## src/design/mse_pkg.sv

```systemverilog
// ----------------------------------------------------------------------------
// mse_pkg
// Types and codes shared by the execute stage modules.
// ----------------------------------------------------------------------------
package mse_pkg;

  typedef enum logic [2:0] {
    OUT_NONE    = 3'd0,
    OUT_WRITE   = 3'd1,
    OUT_LOAD    = 3'd2,
    OUT_STORE   = 3'd3,
    OUT_HALT    = 3'd4,
    OUT_ILLEGAL = 3'd5
  } outcome_t;

  localparam logic [5:0] OP_RTYPE = 6'h00;
  localparam logic [5:0] OP_J     = 6'h02;
  localparam logic [5:0] OP_JAL   = 6'h03;
  localparam logic [5:0] OP_BEQ   = 6'h04;
  localparam logic [5:0] OP_BNE   = 6'h05;
  localparam logic [5:0] OP_BGTZ  = 6'h07;
  localparam logic [5:0] OP_ADDI  = 6'h08;
  localparam logic [5:0] OP_ADDIU = 6'h09;
  localparam logic [5:0] OP_SLTI  = 6'h0a;
  localparam logic [5:0] OP_ANDI  = 6'h0c;
  localparam logic [5:0] OP_ORI   = 6'h0d;
  localparam logic [5:0] OP_NORI  = 6'h0e;
  localparam logic [5:0] OP_LUI   = 6'h0f;
  localparam logic [5:0] OP_LB    = 6'h20;
  localparam logic [5:0] OP_LH    = 6'h21;
  localparam logic [5:0] OP_LW    = 6'h23;
  localparam logic [5:0] OP_LBU   = 6'h24;
  localparam logic [5:0] OP_LHU   = 6'h25;
  localparam logic [5:0] OP_SB    = 6'h28;
  localparam logic [5:0] OP_SH    = 6'h29;
  localparam logic [5:0] OP_SW    = 6'h2b;
  localparam logic [5:0] OP_HALT  = 6'h3f;

  localparam logic [5:0] FN_SLL   = 6'h00;
  localparam logic [5:0] FN_SRL   = 6'h02;
  localparam logic [5:0] FN_SRA   = 6'h03;
  localparam logic [5:0] FN_JR    = 6'h08;
  localparam logic [5:0] FN_MFHI  = 6'h10;
  localparam logic [5:0] FN_MFLO  = 6'h12;
  localparam logic [5:0] FN_MULT  = 6'h18;
  localparam logic [5:0] FN_MULTU = 6'h19;
  localparam logic [5:0] FN_ADD   = 6'h20;
  localparam logic [5:0] FN_ADDU  = 6'h21;
  localparam logic [5:0] FN_SUB   = 6'h22;
  localparam logic [5:0] FN_AND   = 6'h24;
  localparam logic [5:0] FN_OR    = 6'h25;
  localparam logic [5:0] FN_XOR   = 6'h26;
  localparam logic [5:0] FN_NOR   = 6'h27;
  localparam logic [5:0] FN_NAND  = 6'h28;
  localparam logic [5:0] FN_SLT   = 6'h2a;

  localparam logic [4:0] LINK_REG = 5'd31;

  typedef struct packed {
    logic [5:0]  command;
    logic [5:0]  function_code;
    logic [31:0] operand_s;
    logic [31:0] operand_t;
    logic [15:0] immediate;
    logic [4:0]  shift_amount;
    logic [4:0]  dest_reg;
    logic [31:0] link_value;
  } instr_t;

  typedef struct packed {
    outcome_t    outcome;
    logic [4:0]  write_index;
    logic [31:0] result_value;
    logic [31:0] store_data;
    logic        overflow;
  } result_t;

  typedef struct packed {
    logic [31:0] high;
    logic [31:0] low;
  } product_t;

  typedef struct packed {
    logic     write;
    product_t value;
  } mult_ctl_t;

endpackage

```

## src/design/mse_alu.sv

```systemverilog
// ----------------------------------------------------------------------------
// mse_alu
// Decode and arithmetic for one instruction; also forms the multiply product.
// ----------------------------------------------------------------------------
module mse_alu
  import mse_pkg::*;
(
  input  instr_t    instr,
  input  product_t  product,
  output result_t   result,
  output mult_ctl_t mult
);

  logic [31:0] s;
  logic [31:0] t;
  logic [31:0] imm_ext;
  logic [31:0] imm_zext;
  logic [31:0] sum_rt;
  logic [31:0] diff_rt;
  logic [31:0] sum_imm;
  logic        ovf_add;
  logic        ovf_sub;
  logic        ovf_imm;
  logic        signed_mul;
  logic [32:0] s_x;
  logic [32:0] t_x;
  logic signed [63:0] prod;

  assign s        = instr.operand_s;
  assign t        = instr.operand_t;
  assign imm_ext  = {{16{instr.immediate[15]}}, instr.immediate};
  assign imm_zext = {16'h0000, instr.immediate};
  assign sum_rt   = s + t;
  assign diff_rt  = s - t;
  assign sum_imm  = s + imm_ext;
  assign ovf_add  = (s[31] == t[31]) && (sum_rt[31] != s[31]);
  assign ovf_sub  = (s[31] != t[31]) && (diff_rt[31] != s[31]);
  assign ovf_imm  = (s[31] == imm_ext[31]) && (sum_imm[31] != s[31]);

  assign signed_mul = (instr.function_code == FN_MULT);
  assign s_x  = {signed_mul & s[31], s};
  assign t_x  = {signed_mul & t[31], t};
  assign prod = $signed(s_x) * $signed(t_x);

  assign mult.write      = (instr.command == OP_RTYPE) &&
                           ((instr.function_code == FN_MULT) ||
                            (instr.function_code == FN_MULTU));
  assign mult.value.high = prod[63:32];
  assign mult.value.low  = prod[31:0];

  always_comb begin
    result = '0;
    result.outcome = OUT_NONE;
    case (instr.command)
      OP_RTYPE: begin
        result.outcome     = OUT_WRITE;
        result.write_index = instr.dest_reg;
        case (instr.function_code)
          FN_ADD: begin
            result.result_value = sum_rt;
            result.overflow     = ovf_add;
          end
          FN_ADDU: result.result_value = sum_rt;
          FN_SUB: begin
            result.result_value = diff_rt;
            result.overflow     = ovf_sub;
          end
          FN_AND:  result.result_value = s & t;
          FN_OR:   result.result_value = s | t;
          FN_XOR:  result.result_value = s ^ t;
          FN_NOR:  result.result_value = ~(s | t);
          FN_NAND: result.result_value = ~(s & t);
          FN_SLT:  result.result_value = {31'd0, $signed(s) < $signed(t)};
          FN_SLL:  result.result_value = t << instr.shift_amount;
          FN_SRL:  result.result_value = t >> instr.shift_amount;
          FN_SRA:  result.result_value = $unsigned($signed(t) >>> instr.shift_amount);
          FN_MFHI: result.result_value = product.high;
          FN_MFLO: result.result_value = product.low;
          FN_JR, FN_MULT, FN_MULTU: result.outcome = OUT_NONE;
          default: result.outcome = OUT_ILLEGAL;
        endcase
      end
      OP_J, OP_BEQ, OP_BNE, OP_BGTZ: result.outcome = OUT_NONE;
      OP_JAL: begin
        result.outcome      = OUT_WRITE;
        result.write_index  = LINK_REG;
        result.result_value = instr.link_value;
      end
      OP_HALT: result.outcome = OUT_HALT;
      OP_ADDI: begin
        result.outcome      = OUT_WRITE;
        result.write_index  = instr.dest_reg;
        result.result_value = sum_imm;
        result.overflow     = ovf_imm;
      end
      OP_ADDIU: begin
        result.outcome      = OUT_WRITE;
        result.write_index  = instr.dest_reg;
        result.result_value = sum_imm;
      end
      OP_ANDI: begin
        result.outcome      = OUT_WRITE;
        result.write_index  = instr.dest_reg;
        result.result_value = s & imm_zext;
      end
      OP_ORI: begin
        result.outcome      = OUT_WRITE;
        result.write_index  = instr.dest_reg;
        result.result_value = s | imm_zext;
      end
      OP_NORI: begin
        result.outcome      = OUT_WRITE;
        result.write_index  = instr.dest_reg;
        result.result_value = ~(s | imm_zext);
      end
      OP_SLTI: begin
        result.outcome      = OUT_WRITE;
        result.write_index  = instr.dest_reg;
        result.result_value = {31'd0, $signed(s) < $signed(imm_ext)};
      end
      OP_LUI: begin
        result.outcome      = OUT_WRITE;
        result.write_index  = instr.dest_reg;
        result.result_value = {instr.immediate, 16'h0000};
      end
      OP_LB, OP_LH, OP_LW, OP_LBU, OP_LHU: begin
        result.outcome      = OUT_LOAD;
        result.write_index  = instr.dest_reg;
        result.result_value = sum_imm;
        result.overflow     = ovf_imm;
      end
      OP_SB, OP_SH, OP_SW: begin
        result.outcome      = OUT_STORE;
        result.result_value = sum_imm;
        result.store_data   = t;
        result.overflow     = ovf_imm;
      end
      default: result.outcome = OUT_ILLEGAL;
    endcase

    // writes to register zero are dropped; overflow is still reported
    if (result.outcome == OUT_WRITE && result.write_index == 5'd0) begin
      result.outcome      = OUT_NONE;
      result.result_value = '0;
    end
  end

endmodule

```

## src/design/mse_hilo.sv

```systemverilog
// ----------------------------------------------------------------------------
// mse_hilo
// Hi/lo product register written by mult and multu.
// ----------------------------------------------------------------------------
module mse_hilo
  import mse_pkg::*;
(
  input  logic      clk,
  input  logic      rst,
  input  mult_ctl_t update,
  output product_t  product
);

  always_ff @(posedge clk) begin
    if (rst) begin
      product <= '0;
    end else if (update.write) begin
      product <= update.value;
    end
  end

endmodule

```

## src/design/mips_subset_execute_alu.sv

```systemverilog
// ----------------------------------------------------------------------------
// mips_subset_execute_alu
// Execute stage of a small MIPS-like core.
//
// Slave channel s_*: one decoded instruction per beat, operands already
// forwarded; opcode and function code ride on s_tuser.
// Master channel m_*: one result beat per instruction, outcome on m_tuser.
// An accepted beat is held in an input register, evaluated in one pass and
// captured in the result register, from which m_tvalid is driven; throughput
// one instruction per cycle while the receiver does not stall.
// mult/multu write hi/lo as the instruction moves into the result register,
// so an mfhi/mflo right behind it reads the new product.
// Reset clears both stages and hi/lo; no beat is offered until the first
// instruction is taken.
// When the receiver stalls, the result holds on m_*; one more instruction
// is taken into the input register, then s_tready drops until m_tready.
// ----------------------------------------------------------------------------
module mips_subset_execute_alu
  import mse_pkg::*;
(
  input  logic         clk,
  input  logic         rst,
  input  logic         s_tvalid,
  output logic         s_tready,
  // [31:0] operand_s, [63:32] operand_t, [79:64] immediate,
  // [84:80] shift_amount, [89:85] dest_reg, [121:90] link_value, rest zero
  input  logic [127:0] s_tdata,
  // [5:0] command, [11:6] function_code
  input  logic [11:0]  s_tuser,
  output logic         m_tvalid,
  input  logic         m_tready,
  // [4:0] write_index, [36:5] result_value, [68:37] store_data,
  // [69] overflow, rest zero
  output logic [71:0]  m_tdata,
  // [2:0] outcome
  output logic [2:0]   m_tuser
);

  instr_t    instr_in;
  instr_t    stage;
  logic      stage_valid;
  result_t   result;
  result_t   out_result;
  logic      out_valid;
  logic      advance;
  product_t  product;
  mult_ctl_t mult;
  mult_ctl_t hilo_update;

  always_comb begin
    instr_in.command       = s_tuser[5:0];
    instr_in.function_code = s_tuser[11:6];
    instr_in.operand_s     = s_tdata[31:0];
    instr_in.operand_t     = s_tdata[63:32];
    instr_in.immediate     = s_tdata[79:64];
    instr_in.shift_amount  = s_tdata[84:80];
    instr_in.dest_reg      = s_tdata[89:85];
    instr_in.link_value    = s_tdata[121:90];
  end

  assign advance  = stage_valid && (!out_valid || m_tready);
  assign s_tready = !stage_valid || advance;

  always_ff @(posedge clk) begin
    if (rst) begin
      stage_valid <= 1'b0;
    end else if (s_tready) begin
      stage_valid <= s_tvalid;
    end
  end

  always_ff @(posedge clk) begin
    if (s_tvalid && s_tready) begin
      stage <= instr_in;
    end
  end

  mse_alu u_alu (
    .instr   (stage),
    .product (product),
    .result  (result),
    .mult    (mult)
  );

  assign hilo_update.write = mult.write && advance;
  assign hilo_update.value = mult.value;

  mse_hilo u_hilo (
    .clk     (clk),
    .rst     (rst),
    .update  (hilo_update),
    .product (product)
  );

  always_ff @(posedge clk) begin
    if (rst) begin
      out_valid <= 1'b0;
    end else if (advance) begin
      out_valid <= 1'b1;
    end else if (m_tready) begin
      out_valid <= 1'b0;
    end
  end

  always_ff @(posedge clk) begin
    if (advance) begin
      out_result <= result;
    end
  end

  assign m_tvalid = out_valid;
  assign m_tuser  = out_result.outcome;
  assign m_tdata  = {2'b00, out_result.overflow, out_result.store_data,
                     out_result.result_value, out_result.write_index};

  a_reset_empty: assert property (@(posedge clk)
    rst |=> (!m_tvalid && !stage_valid))
    else $error("pipeline not empty after reset");

  a_hilo_hold: assert property (@(posedge clk) disable iff (rst)
    !advance |=> $stable(product))
    else $error("hi/lo changed without an instruction moving");

  a_stall_full: assert property (@(posedge clk) disable iff (rst)
    (stage_valid && m_tvalid && !m_tready) |-> !s_tready)
    else $error("input taken while both stages are held");

  a_accept_lands: assert property (@(posedge clk) disable iff (rst)
    (s_tvalid && s_tready) |=> stage_valid)
    else $error("accepted beat lost from input register");

  a_move_shows: assert property (@(posedge clk) disable iff (rst)
    advance |=> m_tvalid)
    else $error("evaluated instruction not offered");

endmodule

```

## config.mk

```make
export PLATFORM = sky130hd
export DESIGN_NAME = mips_subset_execute_alu
export DESIGN_NICKNAME = d
export VERILOG_FILES = /design/src/design/mse_pkg.sv /design/src/design/mse_alu.sv /design/src/design/mse_hilo.sv /design/src/design/mips_subset_execute_alu.sv
export SDC_FILE = /design/constraint.sdc
export NUM_CORES = 2
export LEC_CHECK = 0
export BUFFER_PORTS_ARGS = -buffer_cell sky130_fd_sc_hd__buf_2
export CELL_PAD_IN_SITES_DETAIL_PLACEMENT = 2
export CELL_PAD_IN_SITES_GLOBAL_PLACEMENT = 2
export CORE_ASPECT_RATIO = 0.75
export CORE_MARGIN = 3
export CORE_UTILIZATION = 45
export CTS_BUF_LIST = sky130_fd_sc_hd__clkbuf_4 sky130_fd_sc_hd__clkbuf_8
export CTS_CLUSTER_SIZE = 10
export DETAILED_ROUTE_END_ITERATION = 16
export PLACE_DENSITY_LB_ADDON = 0.1
export SYNTH_ARGS = -nofsm -noshare
export SYNTH_HDL_FRONTEND = slang
export SYNTH_SLANG_ARGS = --single-unit
```

## constraint.sdc

```tcl
create_clock -name clk -period 13.85 [get_ports clk]
set_input_delay 2.0775 -clock clk [delete_from_list [all_inputs] [get_ports clk]]
set_output_delay 2.0775 -clock clk [all_outputs]
set_load 0.1 [all_outputs]
```

Yosys cells after proc, flatten, opt, wreduce, memory -nomap -nowiden
Cells that the tools add are included.

Bits in registers: 273. Logic and storage cells: 116. Output and inout bits: 77. Input port bits: 144.

Bitwise gates (word level): 10. Multiplexer cells: 9. Multiply operators: 1. Shift-type cells: 3. Reduce and logical (&&, ||, !) cells: 27. Add/subtract/negate cells: 3. $lt $le $gt $ge: 2. Equality and inequality tests: 44.

Operators by type and width (count): 32-bit case mux with 13 select lines (1); 32-bit case mux with 8 select lines (1); 6-bit == test (second input constant) (18); 32-bit NOT (3); 32-bit adder (2); 33-bit by 33-bit multiplier with 64-bit output (1); 6-bit by 4-bit == test with 1-bit output (second input constant) (8); 32-bit by 16-bit bitwise AND with 32-bit output (1); 32-bit bitwise AND (1); 32-bit by 16-bit < comparator with 1-bit output (1); 32-bit < comparator (1); 32-bit by 16-bit OR with 32-bit output (1); 32-bit OR (1); 32-bit by 5-bit << shifter with 32-bit output (1); 32-bit by 5-bit right shift with 32-bit output (1); 32-bit by 5-bit >>> shifter with 32-bit output (1); 32-bit subtractor (1); 32-bit bitwise XOR (1); 6-bit by 2-bit == test with 1-bit output (second input constant) (4); 6-bit by 5-bit == test with 1-bit output (second input constant) (4); 6-bit by 3-bit == test with 1-bit output (second input constant) (3); 3-bit case mux with 6 select lines (1); 14-bit OR reduction (1); 13-bit OR reduction (1); other kinds (21) (40).

Depth between registers and ports, before layout
Word-level depth: 6. Gate-level depth with buffers: 34.

Modules after synthesis
Synthesis repeated with hierarchy kept, for this count alone.

Cells, all modules: 6646. Area, all modules: 59309.4 um^2.

Modules (own cells, without submodules): mse_alu (area an instance 50674.9 um^2, times used 1, seq. area each 0.0 um^2, cells an instance 6219); mips_subset_execute_alu (area an instance 6343.6 um^2, times used 1, seq. area each 6256.0 um^2, cells an instance 221); mse_hilo (area an instance 2290.9 um^2, times used 1, seq. area each 1281.2 um^2, cells an instance 206).

Least setup slack after synthesis
Ideal clock, no wire load.

Kind: reg2reg. Start point: register stage[122] (netlist name). End point: register, netlist name u_hilo.product[62]. Arrival: 8.535 ns. Stages on the path, launching flop included: 33. Clock period less this slack: 8.652 ns. Setup slack: 5.198 ns. Buffers on the path: 6. Required time: 13.733 ns. Cell sequence: edfxtp_1 -> clkbuf_1 -> buf_2 -> buf_1 -> clkbuf_1 -> nor4_1 -> clkbuf_1 -> nand2_1 -> inv_1 -> fa_1 -> inv_1 -> fa_1 -> inv_1 -> fa_1 -> fa_1 -> inv_1 -> fa_1 -> fa_1 -> fa_1 -> fa_1 -> inv_1 -> ha_1 -> clkbuf_1 -> a21o_1 -> a21o_1 -> a21o_1 -> a21oi_1 -> o21bai_1 -> a21o_1 -> a21oi_1 -> o31ai_1 -> xor2_1 -> a22o_1.

Longest elaborated chain between the ends: 4.

RTL lines: from (decl) (RTL line mips_subset_execute_alu.sv:40) `instr_t stage;`; from (signal assigned) (RTL line mips_subset_execute_alu.sv:74) `stage <= instr_in;`; branches (longest 4 deep; another with 33-bit by 33-bit multiplier with 64-bit output).

Several ways; the timed one is not identified. A chain may end at the register's enable or synchronous reset.

Final worst setup path
Start point: register stage[127] (netlist name). End point: register, netlist name u_hilo.product[62].

Longest elaborated chain between the ends: 4.

RTL lines: branches (longest 4 deep; another with 33-bit by 33-bit multiplier with 64-bit output).

Several ways; the timed one is not identified.

==> impl_metrics.csv <==
group,metric,value,unit
outcome,status,"finished with violations",
outcome,violations,"max-capacitance violations",
yosys,synth-edff-count,207,
clock_tree,cts_resized,0,
worst_setup_path,crit_top_cell,"fa_1",
yosys,synth_ff_type,"edfxtp_1",
routing,routedWlPerCell,39.23,µm
routing,wl_met2,141000,µm
routing,vias,56690,
worst_setup_path,critPathMaxFanout,15,
die,core_area,129900,µm²
yosys,syn_area,59390,µm²
sta,setup_viol,0,
grt,grt_max_degree,68,
clock_tree,numCtsBuffers,54,
placement,hpwl,257200,µm
die,die_w,425.5,µm
yosys,yosys-top-cells-count,"inv_1, fa_1, nand2_1",
final_layout,syn_to_final_growth,7.137,%
routing,drt_iter0_markers,7702,
yosys,synth_area_leaders,"fa_1, edfxtp_1, ha_1",
worst_setup_path,critPathArrivalTime,11.77,ns
yosys,synth.distinct_cells,99,
yosys,ys_seq_area_share,12.69,%
sta,final.min_clock_period,11.06,ns
die,fp.dieH,320.6,µm
worst_setup_path,rrSetupSlack,2.79,ns
final_layout,finalNetCount,8382,
worst_setup_path,r2r-start,"stage[127]",
job,drv_cap,1,
yosys,synth.most_common_cell,"inv_1",
worst_setup_path,r2r_cells,29,
worst_setup_path,startpoint_type,"flop",
yosys,postSynth.asyncResetShare,0,%
routing,top_layer,"met5",
placement,dpl_cell_area,62390,µm²
grt,grt_pass1_wl,470100,µm
sta,rsz0062_at_grt,"false",
routing,antenna_left,0,
grt,grt_pass1_vias,62840,
final_layout,fin_cells,8535,
worst_setup_path,cp.required,14.56,ns
clock_tree,cts.clk_slew.worst_paths,0.07,ns
hold_path,hold_depth,2,
hold_path,hp-class,"flop to flop",
die,die_area,136400,µm²
yosys,ys_ff_latch,273,
sta,skew,0.07125,ns
clock_tree,ctsHoldBuffers,0,
hold_path,holdPathEnd,"u_hilo.product[27]",
clock_tree,clock-root-buffer,"clkbuf_8",
worst_setup_path,slowest_stage,"nor3_1",
grt,track_usage,48.82,%
routing,wl_met1,120600,µm
yosys,syn_avg_cell_area,8.863,µm²
sta,worst_pin_slew,1.430,ns
yosys,synth_top_area_share,38.02,%
clock_tree,cts_setup_buffers,0,
final_layout,finalInstanceArea,63630,µm²
routing,dr.pass1.iters,8,
grt,overflow,0,
worst_setup_path,crit_type,"flop to flop",
clock_tree,cts.sinks,273,
placement,gp_congestion,1.034,
clock_tree,clock_path_buffers,3,
yosys,postSynthCellCount,6701,
routing,via_per_inst,6.643,
die,start_util,45.71,%
sta,finalCritPeriodShare,79.85,%
worst_setup_path,worst_r2r_endpoint,"u_hilo.product[62]",
hold_path,hp-start,"u_hilo.product[27]",
clock_tree,cts_htree_levels,2,
worst_setup_path,slowest_delay,0.85,ns
clock_tree,cts_tree,"done",
sta,timing.fmax,90.42,MHz
placement,port_buffers,212,
sta,slew_headroom,2.186,%
die,rows,114,
worst_setup_path,end_kind,"flop",
clock_tree,clkLatencyLatePin,0.83,ns
routing,remaining_drc_errors,0,
routing,met3_length,46750,µm
sta,finalHoldViolCount,0,
final_layout,drive_above_1_share,9.418,%
yosys,yosysTopAreaCell,"fa_1",
sta,slew_viol_final,0,
routing,drt_wl_total,334800,µm
placement,place_inst,8406,
yosys,yosys_warnings,0,
grt,antenna_found_initial,53,
sta,setup_tns,0,ns
die,io_pins,221,
-- layout by cell type, fill, tap and decap left out, types with 23 or more instances in the layout --
master,n
o21a_1,24
o21ai_0,184
buf_2,212
ha_1,387
buf_4,183
a21oi_1,298
fa_1,1127
nor4_1,57
inv_1,1252
xor2_1,24
nand4_1,23
a31oi_1,33
clkbuf_8,57
xnor2_1,84
mux2i_1,44
nor2b_1,23
o211ai_1,47
nand2_1,939
a211oi_1,38
nand3_1,63
o22ai_1,32
o31ai_1,31
o21bai_1,39
diode_2,31
and3_1,27
dfxtp_1,66
a221o_1,24
mux4_2,54
edfxtp_1,207
a222oi_1,35
nor3_1,38
a21o_1,62
o21ai_1,30
nor2_1,620
a221oi_1,38
-- state kept, by name (all words and copies together), names as in the netlist --
| signal | cells |
|---|---|
| m_tvalid | 1 |
| stage_valid | 1 |
| stage | 134 |
| u_hilo.product | 64 |
| m_tdata | 70 |
| m_tuser | 3 |
-- per-stage QoR --
step                      hold WS [ns]  setup WS [ns]  utilization (%)
after global placement          0.4395          3.612            48.01
after floorplan                 0.4267          5.198                -
final                           0.4649          2.790            48.97
after detailed placement        0.4509          3.229            48.01
after CTS                       0.4608          3.090            48.90
after global routing            0.4759          2.671            48.91
-- critical path: cells and delay by family, from the launching register on --
family,cells,cell delay [ns]
fa+ha+maj,9,4.49
simple gates,8,3.02
compound gates,6,1.77
buf+inv,5,0.95
flops,1,0.56
xor+xnor,1,0.20
-- how the worst max path moves through the flow --
stage / startpoint / end / slack (ns) / depth (start not counted)
4_1_cts: stage[127] / u_hilo.product[62] / 3.09 / 29
3_5_place_dp: stage[127] / u_hilo.product[62] / 3.23 / 29
3_3_place_gp: stage[127] / u_hilo.product[51] / 3.61 / 29
5_1_grt: stage[121] / u_hilo.product[58] / 2.67 / 30
6_report: stage[127] / u_hilo.product[62] / 2.79 / 29
2_1_floorplan: stage[122] / u_hilo.product[62] / 5.20 / 32
-- layout make-up --
cell class	count	area, µm²
Timing Repair Buffer	395	2435
Multi-Input combinational cell	4712	45410
Clock inverter	22	240.2
Tap cell	1740	2177
Antenna cell	31	77.57
Fill cell	14150	66310
Sequential cell	273	7537
Clock buffer	75	919.6
Inverter	1287	4832
-- logic make-up after synthesis --
kind of cell / synth area share [%]
compound gates: 12.32
xor+xnor: 1.593
fa+ha+maj: 46.17
buf+inv: 10.96
flops: 12.69
mux: 2.846
other cells: 0.006314
simple gates: 13.41
-- layer usage --
| metal | GRT usage, % | vias to the layer above |
|---|---|---|
| met2 | 70.97 | 4497 |
| met3 | 19.18 | 1387 |
| met4 | 31.67 | 32 |
| met1 | 60.22 | 29390 |
| li1 | - | 21390 |
| met5 | 1.076 | - |
Power is left out: the tool's default activity adds up to more than one toggle a clock period on the data nets, which glitch-free logic cannot reach.
